**config.mk**
```make
export PLATFORM = sky130hd
export DESIGN_NAME = lfu_cache_table
export DESIGN_NICKNAME = d
export VERILOG_FILES = /design/src/hw/rtl/lfu_pkg.sv /design/src/hw/rtl/lfu_scan.sv /design/src/hw/rtl/lfu_cache_table.sv
export SDC_FILE = /design/constraint.sdc
export NUM_CORES = 2
export LEC_CHECK = 0
export ABC_AREA = 1
export BUFFER_PORTS_ARGS = -buffer_cell sky130_fd_sc_hd__buf_2
export CAP_MARGIN = 25
export CORE_MARGIN = 3
export CORE_UTILIZATION = 45
export CTS_CLUSTER_DIAMETER = 40
export DETAILED_ROUTE_END_ITERATION = 12
export MAX_ROUTING_LAYER = met4
export SLEW_MARGIN = 20
export SYNTH_ARGS = -nofsm -noshare
export SYNTH_HDL_FRONTEND = slang
export SYNTH_HIERARCHICAL = 1
export SYNTH_SLANG_ARGS = --single-unit
```
**constraint.sdc**
```tcl
create_clock -name clk_i -period 9.4 [get_ports clk_i]
set_input_delay 0.47 -clock clk_i [delete_from_list [all_inputs] [get_ports clk_i]]
set_output_delay 0.47 -clock clk_i [all_outputs]
set_load 0.01 [all_outputs]
```
**src/hw/rtl/lfu_pkg.sv**
```systemverilog
`default_nettype none

package lfu_pkg;

  // Table geometry
  localparam int ENTRIES = 16;
  localparam int IDX_W   = (ENTRIES > 1) ? $clog2(ENTRIES) : 1;
  localparam int OCC_W   = $clog2(ENTRIES + 1);
  localparam int CAP_W   = 5;
  localparam int KEY_W   = 32;
  localparam int VAL_W   = 32;
  localparam int CNT_W   = 32;
  localparam int STAMP_W = 64;

  localparam logic [CAP_W-1:0] CAP_RESET = CAP_W'(16);

  typedef enum logic {
    ACT_GET = 1'b0,
    ACT_PUT = 1'b1
  } lfu_action_e;

  typedef enum logic [1:0] {
    ST_IDLE,
    ST_SCAN,
    ST_UPDATE,
    ST_RESP
  } lfu_state_e;

  // Request transaction
  typedef struct packed {
    lfu_action_e        action;
    logic [KEY_W-1:0]   key;
    logic signed [VAL_W-1:0] value;
  } lfu_req_t;

  // Response transaction
  typedef struct packed {
    logic                    hit;
    logic signed [VAL_W-1:0] read_value;
    logic                    evicted;
    logic [KEY_W-1:0]        evicted_key;
  } lfu_rsp_t;

  // One table entry as seen by the scan unit
  typedef struct packed {
    logic               valid;
    logic [KEY_W-1:0]   key;
    logic [VAL_W-1:0]   value;
    logic [CNT_W-1:0]   count;
    logic [STAMP_W-1:0] stamp;
  } lfu_entry_t;

  // Scan unit control
  typedef struct packed {
    logic clear;
    logic step;
    logic [IDX_W-1:0] idx;
  } lfu_scan_ctl_t;

  // Scan results: first key match, LFU/LRU victim, lowest free slot
  typedef struct packed {
    logic               hit_found;
    logic [IDX_W-1:0]   hit_idx;
    logic [VAL_W-1:0]   hit_value;
    logic [CNT_W-1:0]   hit_count;
    logic               vic_found;
    logic [IDX_W-1:0]   vic_idx;
    logic [KEY_W-1:0]   vic_key;
    logic [CNT_W-1:0]   vic_count;
    logic [STAMP_W-1:0] vic_stamp;
    logic               free_found;
    logic [IDX_W-1:0]   free_idx;
  } lfu_scan_res_t;

endpackage

`default_nettype wire

```
**src/hw/rtl/lfu_scan.sv**
```systemverilog
`default_nettype none

module lfu_scan
  import lfu_pkg::*;
(
  input  wire logic             clk_i,
  input  wire logic             rst_ni,
  input  wire lfu_scan_ctl_t    ctl_i,
  input  wire logic [KEY_W-1:0] key_i,
  input  wire lfu_entry_t       entry_i,
  output lfu_scan_res_t         res_o
);

  lfu_scan_res_t res_q, res_d;
  logic          key_match;
  logic          vic_better;

  // Per-entry compares against the running best
  assign key_match  = entry_i.valid && (entry_i.key == key_i);
  assign vic_better = entry_i.valid &&
                      (!res_q.vic_found ||
                       (entry_i.count < res_q.vic_count) ||
                       ((entry_i.count == res_q.vic_count) &&
                        (entry_i.stamp < res_q.vic_stamp)));

  always_comb begin
    res_d = res_q;
    if (ctl_i.clear) begin
      res_d.hit_found  = 1'b0;
      res_d.vic_found  = 1'b0;
      res_d.free_found = 1'b0;
    end else if (ctl_i.step) begin
      // keep the matching entry's value and count for the update cycle
      if (!res_q.hit_found && key_match) begin
        res_d.hit_found = 1'b1;
        res_d.hit_idx   = ctl_i.idx;
        res_d.hit_value = entry_i.value;
        res_d.hit_count = entry_i.count;
      end
      if (vic_better) begin
        res_d.vic_found = 1'b1;
        res_d.vic_idx   = ctl_i.idx;
        res_d.vic_key   = entry_i.key;
        res_d.vic_count = entry_i.count;
        res_d.vic_stamp = entry_i.stamp;
      end
      if (!res_q.free_found && !entry_i.valid) begin
        res_d.free_found = 1'b1;
        res_d.free_idx   = ctl_i.idx;
      end
    end
  end

  always_ff @(posedge clk_i or negedge rst_ni) begin
    if (!rst_ni) begin
      res_q <= '0;
    end else begin
      res_q <= res_d;
    end
  end

  assign res_o = res_q;

endmodule

`default_nettype wire

```
**src/hw/rtl/lfu_cache_table.sv**
```systemverilog
// LFU key-value cache, 16 entries, LRU tie break among equal use counts.
// The response is registered after a scan of all 16 entries, one entry per
// scan step through the shared scan unit, followed by an update state.
// Requests do not overlap: the request side stalls from accept until the
// response transaction.
// Reset: all entries invalid, use clock and occupancy zero, capacity 16.
`default_nettype none

module lfu_cache_table
  import lfu_pkg::*;
(
  input  wire logic             clk_i,
  input  wire logic             rst_ni,
  input  wire logic             cfg_we_i,
  input  wire logic [CAP_W-1:0] cfg_wdata_i,
  input  wire logic             in_valid_i,
  output logic                  in_stall_o,
  input  wire lfu_req_t         in_data_i,
  output logic                  out_valid_o,
  input  wire logic             out_stall_i,
  output lfu_rsp_t              out_data_o
);

  lfu_state_e state_q, state_d;

  logic [CAP_W-1:0]   capacity_q;
  logic [OCC_W-1:0]   occ_q, occ_d;
  logic [STAMP_W-1:0] clock_q;
  logic [ENTRIES-1:0] valid_q;
  logic [IDX_W-1:0]   scan_idx_q;
  lfu_req_t           req_q;
  lfu_rsp_t           rsp_q;
  lfu_entry_t         rd_q;

  // Entry storage, read at one address
  logic [KEY_W-1:0]   key_mem   [ENTRIES];
  logic [VAL_W-1:0]   value_mem [ENTRIES];
  logic [CNT_W-1:0]   count_mem [ENTRIES];
  logic [STAMP_W-1:0] stamp_mem [ENTRIES];

  logic          in_accept, out_accept;
  logic          scan_last;
  lfu_scan_ctl_t scan_ctl;
  lfu_scan_res_t scan_res;
  logic [IDX_W-1:0] rd_addr;

  logic [OCC_W-1:0]   cap_eff;
  logic               is_put;
  logic               do_touch, do_evict, do_insert, slot_ok;
  logic [IDX_W-1:0]   slot_idx;
  logic [STAMP_W-1:0] clock_inc;
  logic [CNT_W-1:0]   count_inc;
  lfu_rsp_t           rsp_d;

  assign in_accept  = in_valid_i && !in_stall_o;
  assign out_accept = out_valid_o && !out_stall_i;
  assign scan_last  = (scan_idx_q == IDX_W'(ENTRIES - 1));

  // Next state
  always_comb begin
    state_d = state_q;
    unique case (state_q)
      ST_IDLE:   if (in_accept)  state_d = ST_SCAN;
      ST_SCAN:   if (scan_last)  state_d = ST_UPDATE;
      ST_UPDATE:                 state_d = ST_RESP;
      ST_RESP:   if (out_accept) state_d = ST_IDLE;
      default:                   state_d = ST_IDLE;
    endcase
  end

  // FSM outputs
  always_comb begin
    in_stall_o     = 1'b1;
    out_valid_o    = 1'b0;
    scan_ctl.clear = 1'b0;
    scan_ctl.step  = 1'b0;
    scan_ctl.idx   = scan_idx_q;
    unique case (state_q)
      ST_IDLE: begin
        in_stall_o     = 1'b0;
        scan_ctl.clear = 1'b1;
      end
      ST_SCAN:   scan_ctl.step = 1'b1;
      ST_UPDATE: ;
      ST_RESP:   out_valid_o = 1'b1;
      default:   ;
    endcase
  end

  // Registered read port: fetch the next entry while scanning, entry 0 otherwise,
  // so entry 0 is ready in the first scan cycle
  assign rd_addr = (state_q == ST_SCAN) ? scan_idx_q + IDX_W'(1) : '0;

  lfu_scan u_scan (
    .clk_i   (clk_i),
    .rst_ni  (rst_ni),
    .ctl_i   (scan_ctl),
    .key_i   (req_q.key),
    .entry_i (rd_q),
    .res_o   (scan_res)
  );

  // Update decisions
  always_comb begin
    if (int'(capacity_q) > ENTRIES) begin
      cap_eff = OCC_W'(ENTRIES);
    end else begin
      cap_eff = OCC_W'(capacity_q);
    end
    is_put    = (req_q.action == ACT_PUT);
    clock_inc = clock_q + STAMP_W'(1);
    count_inc = (scan_res.hit_count == '1) ? scan_res.hit_count
                                            : scan_res.hit_count + CNT_W'(1);
    do_touch  = scan_res.hit_found;
    do_evict  = is_put && !scan_res.hit_found && (cap_eff != '0) &&
                (occ_q >= cap_eff) && scan_res.vic_found;
    if (do_evict && (!scan_res.free_found || (scan_res.vic_idx < scan_res.free_idx))) begin
      slot_idx = scan_res.vic_idx;
    end else begin
      slot_idx = scan_res.free_idx;
    end
    slot_ok   = scan_res.free_found || do_evict;
    do_insert = is_put && !scan_res.hit_found && (cap_eff != '0) && slot_ok;

    occ_d = occ_q;
    if (do_insert && !do_evict) begin
      occ_d = occ_q + OCC_W'(1);
    end else if (do_evict && !do_insert) begin
      occ_d = occ_q - OCC_W'(1);
    end

    rsp_d.hit         = scan_res.hit_found;
    rsp_d.evicted     = do_evict;
    rsp_d.evicted_key = do_evict ? scan_res.vic_key : '0;
    if (is_put) begin
      rsp_d.read_value = '0;
    end else if (scan_res.hit_found) begin
      rsp_d.read_value = scan_res.hit_value;
    end else begin
      rsp_d.read_value = '1;
    end
  end

  // Control registers
  always_ff @(posedge clk_i or negedge rst_ni) begin
    if (!rst_ni) begin
      state_q    <= ST_IDLE;
      capacity_q <= CAP_RESET;
      occ_q      <= '0;
      clock_q    <= '0;
      valid_q    <= '0;
      scan_idx_q <= '0;
    end else begin
      state_q <= state_d;
      if (cfg_we_i) begin
        capacity_q <= cfg_wdata_i;
      end
      if (in_accept) begin
        scan_idx_q <= '0;
      end else if (state_q == ST_SCAN) begin
        scan_idx_q <= scan_idx_q + IDX_W'(1);
      end
      if (state_q == ST_UPDATE) begin
        occ_q <= occ_d;
        if (do_touch || do_insert) begin
          clock_q <= clock_inc;
        end
        if (do_evict) begin
          valid_q[scan_res.vic_idx] <= 1'b0;
        end
        if (do_insert) begin
          valid_q[slot_idx] <= 1'b1;
        end
      end
    end
  end

  // Request latch, response register, entry storage and its read register
  always_ff @(posedge clk_i) begin
    rd_q.valid <= valid_q[rd_addr];
    rd_q.key   <= key_mem[rd_addr];
    rd_q.value <= value_mem[rd_addr];
    rd_q.count <= count_mem[rd_addr];
    rd_q.stamp <= stamp_mem[rd_addr];
    if (in_accept) begin
      req_q <= in_data_i;
    end
    if (state_q == ST_UPDATE) begin
      rsp_q <= rsp_d;
      if (do_touch) begin
        count_mem[scan_res.hit_idx] <= count_inc;
        stamp_mem[scan_res.hit_idx] <= clock_inc;
        if (is_put) begin
          value_mem[scan_res.hit_idx] <= req_q.value;
        end
      end
      if (do_insert) begin
        key_mem[slot_idx]   <= req_q.key;
        value_mem[slot_idx] <= req_q.value;
        count_mem[slot_idx] <= CNT_W'(1);
        stamp_mem[slot_idx] <= clock_inc;
      end
    end
  end

  assign out_data_o = rsp_q;

`ifndef SYNTH
  a_occ_matches_valid: assert property (@(posedge clk_i) disable iff (!rst_ni)
    int'(occ_q) == $countones(valid_q))
    else $error("occupancy differs from number of valid entries");

  a_occ_bound: assert property (@(posedge clk_i) disable iff (!rst_ni)
    int'(occ_q) <= ENTRIES)
    else $error("occupancy above table size");

  a_accept_starts_scan: assert property (@(posedge clk_i) disable iff (!rst_ni)
    in_accept |=> (state_q == ST_SCAN) && (scan_idx_q == '0))
    else $error("accepted request did not start a scan");

  a_evict_only_on_miss: assert property (@(posedge clk_i) disable iff (!rst_ni)
    out_valid_o && out_data_o.evicted |-> !out_data_o.hit)
    else $error("eviction reported together with a hit");
`endif

endmodule

`default_nettype wire
```
==> metrics <==
setup TNS=0 ps; R2R cell count=13; final wirelength=347 mm; Reg2Reg Setup Slack=3650 ps; Final Hold Fails=0; share of cells above drive strength 1=14.2%; RSZ-0062 raised after global routing=false; CTS tree=done; CP max stage cell=dfrtp_2; Cell Pwr Density=298 nW/um^2; Overflow after GRT=0; outcome=complete, no violations; Yosys warnings=6; core area=278,000 sq um; Worst Tran Pin Value=1220 ps; routed vias=81,800; largest net degree at the start of global routing=210; Max Cap Viol=0; clk_lat worst skew=960 ps; WP data required=9970 ps; Root Buffer=clkbuf_16; post-route antenna net violation count=0; GPL Wtd Cong=0.889; Crit path largest cell delay=900 ps; Peak VDD IR=0.380 mV; vias per std cell=5.75; crit path cell chain=nor2_1 -> nand2_1 -> inv_2 -> nand3_2 -> nand2_2 -> nand2_2 -> inv_2 -> nand2_1 -> nand2_1 -> nor2_1 -> nand2_1 -> nor2_4 -> buf_4; Remaining DRCs=0; Worst Setup SP=u_scan/res_o[206]; Max Fclk=174 MHz; period utilisation layout=61.1%; Post-CTS Setup Inserts=0; most numerous cell on the critical path=nand2_1; Num CTS Buffers=445; Area Growth Syn to Fin=16.8%; # IOs=143; WL/cell=24.4 um; Non-Filler Instances=14,200; Starting Density=45.4%; Worst Hold Class=in2async; reg-to-reg endpoint=stamp_mem[5][38]; Synth Register Bits=3,155; vias in the first global route=80,900; pins over their slew limit=0; Worst EP arrival=6310 ps; final-layout fill cell count=23,000; max-slew headroom at the worst pin=18.9%; Crit path max-delay family=simple AND/OR/NAND/NOR gates; final setup fails=0; input/output buffers=142; DR pass1 iterations=6; Starting DRT DRC Count=8,569; Clk pin slew, worst setup/hold paths=60 ps; clk buf depth=4; RR Startpoint=u_scan/res_o[206]; minimum clock period=5750 ps; Die Area=287,000 sq um; WP buf/inv=3; crit-path max FO=42; Synth Cell Area=126,000 sq um; die width=535 um; clk_skew=43.2 ps; final net count=10,300; Die Y=535 um; ys flop type=edfxtp_1; CP Launch Type=flop; GRT Total Usage=24.5%; asr flop ratio synth=9.60%; initial antenna violation count=14; Setup Crit Path Kind=reg2reg; register area share after synthesis=72.7%; leakage=55.1 nW; syn_nets=10,100; count of flip-flops with a built-in enable after synthesis=2,691; clock sink count=3,155; DPL Wire Length=182 mm; Syn Area/Cell=12.7 sq um; # rows=193; CTS H-tree depth=5; first-pass GRT wire length=520 mm; CP endpoint kind=flop; Gate Count Post-Synth=9,893; Distinct cells, synth=56; dpl cells=13,300
-- what timing repair did --
action / 4_1_cts / 5_1_grt
hold buffers: 78 / 0
endpoints found under the setup margin: 0 / 0
gates resized for setup: 0 / 0
endpoints found under the hold margin: 121 / 0
-- stage by stage --
| step | total power (W) | cell area [sq um] | setup WS (ps) | utilization, % | hold WS [ps] |
|---|---|---|---|---|---|
| 2_1_floorplan | 0.0237 | 126000 | 1670 | - | 174 |
| 6_report | 0.0439 | 147000 | 3650 | 53.0 | 99.3 |
| 3_5_place_dp | 0.0272 | 131000 | 3660 | 47.1 | 416 |
| 5_1_grt | 0.0459 | 147000 | 3330 | 53.0 | 120 |
| 4_1_cts | 0.0441 | 147000 | 3670 | 52.9 | 70.9 |
| 3_3_place_gp | 0.0269 | 131000 | 3730 | 47.1 | 408 |
-- cell usage after synthesis (all sizes together), types with 5 or more instances --
cell type | count | area, sq um
nor4 | 10 | 68.8
dfrtp | 302 | 7560
o22ai | 117 | 732
a21oi | 234 | 1170
nand4 | 33 | 221
dfxtp | 161 | 3220
nor2 | 1684 | 6340
inv | 362 | 1360
o21ai | 600 | 3010
or2 | 299 | 1870
o211ai | 347 | 2610
and2 | 5 | 31.3
nand2 | 1129 | 4250
buf | 283 | 1450
a22oi | 145 | 1090
ha | 114 | 1430
clkbuf | 342 | 1280
mux2 | 5 | 56.3
o32ai | 34 | 298
nand3 | 347 | 1750
nor3 | 62 | 322
edfxtp | 2691 | 80800
xnor2 | 17 | 149
xor2 | 78 | 683
o311ai | 463 | 4060
a31oi | 8 | 50.1
-- area by class of cell --
cell class / instances / area (sq um) / share of cell area [%]
multi-input cells: 5751 / 31000 / 21.0
flip-flops and latches: 3155 / 91600 / 62.2
diodes: 4 / 10.0 / 0.00680
clock inverters: 321 / 3520 / 2.39
inverters: 362 / 1400 / 0.951
well taps: 3705 / 4640 / 3.15
repair buffers: 400 / 3190 / 2.17
clock buffers: 521 / 11900 / 8.05
-- worst register-to-register path, cell delays in order (launching register included) --
cell and delay [ps]:
dfrtp_2 900, nor2_1 310, nand2_1 170, inv_2 50
nand3_2 520, nand2_2 270, nand2_2 490, inv_2 330
nand2_1 180, nand2_1 80, nor2_1 230, nand2_1 190
nor2_4 830, buf_4 790
-- cell usage in the layout (no fill, tap or decap), drive strengths merged, types with 8 or more instances in the layout --
master | netlist | routed
or2 | 299 | 299
o211ai | 347 | 347
a22oi | 145 | 145
dfxtp | 161 | 161
bufinv | 0 | 46
nand4 | 33 | 33
o311ai | 463 | 463
dfrtp | 302 | 302
o21ai | 600 | 600
xor2 | 78 | 78
a31oi | 8 | 8
o32ai | 34 | 34
clkbuf | 342 | 521
o22ai | 117 | 117
dlygate4sd3 | 0 | 78
ha | 114 | 114
inv | 362 | 423
clkinvlp | 0 | 60
a21oi | 234 | 234
nand2 | 1129 | 1129
nand3 | 347 | 347
buf | 283 | 322
nor2 | 1684 | 1684
edfxtp | 2691 | 2691
xnor2 | 17 | 17
nor3 | 62 | 62
nor4 | 10 | 10
clkinv | 0 | 154
-- cell families (layout without fill, tap and decap cells) --
family,after synthesis,after routing,synth area share [%]
and+or+nand+nor,3573,3573,11.8
DFF,3155,3155,72.7
AOI/OAI and AO/OA,1963,1963,10.4
buffers and inverters,987,1604,3.25
adders and majority gates,115,115,1.15
xor gates and xnor gates,95,95,0.660
muxes,5,5,0.0447
other,0,4,0
-- metal layers --
| metal | GRT usage (%) | vias to the layer above | part of all wire [%] |
|---|---|---|---|
| met2 | 37.1 | 3155 | 46 |
| met1 | 35.2 | 41400 | 45 |
| met5 | - | - | 0 |
| met3 | 3.19 | 517 | 7.2 |
| met4 | 6.12 | 0 | 2.2 |
| li1 | - | 36700 | - |
-- sequential cells by signal, summed over array words and instances (netlist names), 5 cells and up --
| name | count |
|---|---|
| capacity_q | 5 |
| stamp_mem | 1024 |
| clock_q | 64 |
| value_mem | 512 |
| key_mem | 512 |
| count_mem | 512 |
| occ_q | 5 |
| u_scan/res_o | 207 |
| req_q | 64 |
| rd_q | 161 |
| out_data_o | 66 |
| valid_q | 16 |
-- worst max-delay path by stage --
stage,slack (ps),to,cells after the start
after CTS,3670,stamp_mem[5][41],13
after detailed placement,3660,stamp_mem[5][30],13
final,3650,stamp_mem[5][38],13
after floorplan,1670,count_mem[7][0],10
after global routing,3330,stamp_mem[5][20],13
after global placement,3730,stamp_mem[5][39],13
-- power by group --
part	total (W)	switching, W	internal (W)
Combinational	0.00992	0.00693	0.00299
Sequential	0.0171	0.000791	0.0163
Clock	0.0169	0.00645	0.0104
Total	0.0439	0.0142	0.0297
(Power assumes the default switching activity.)
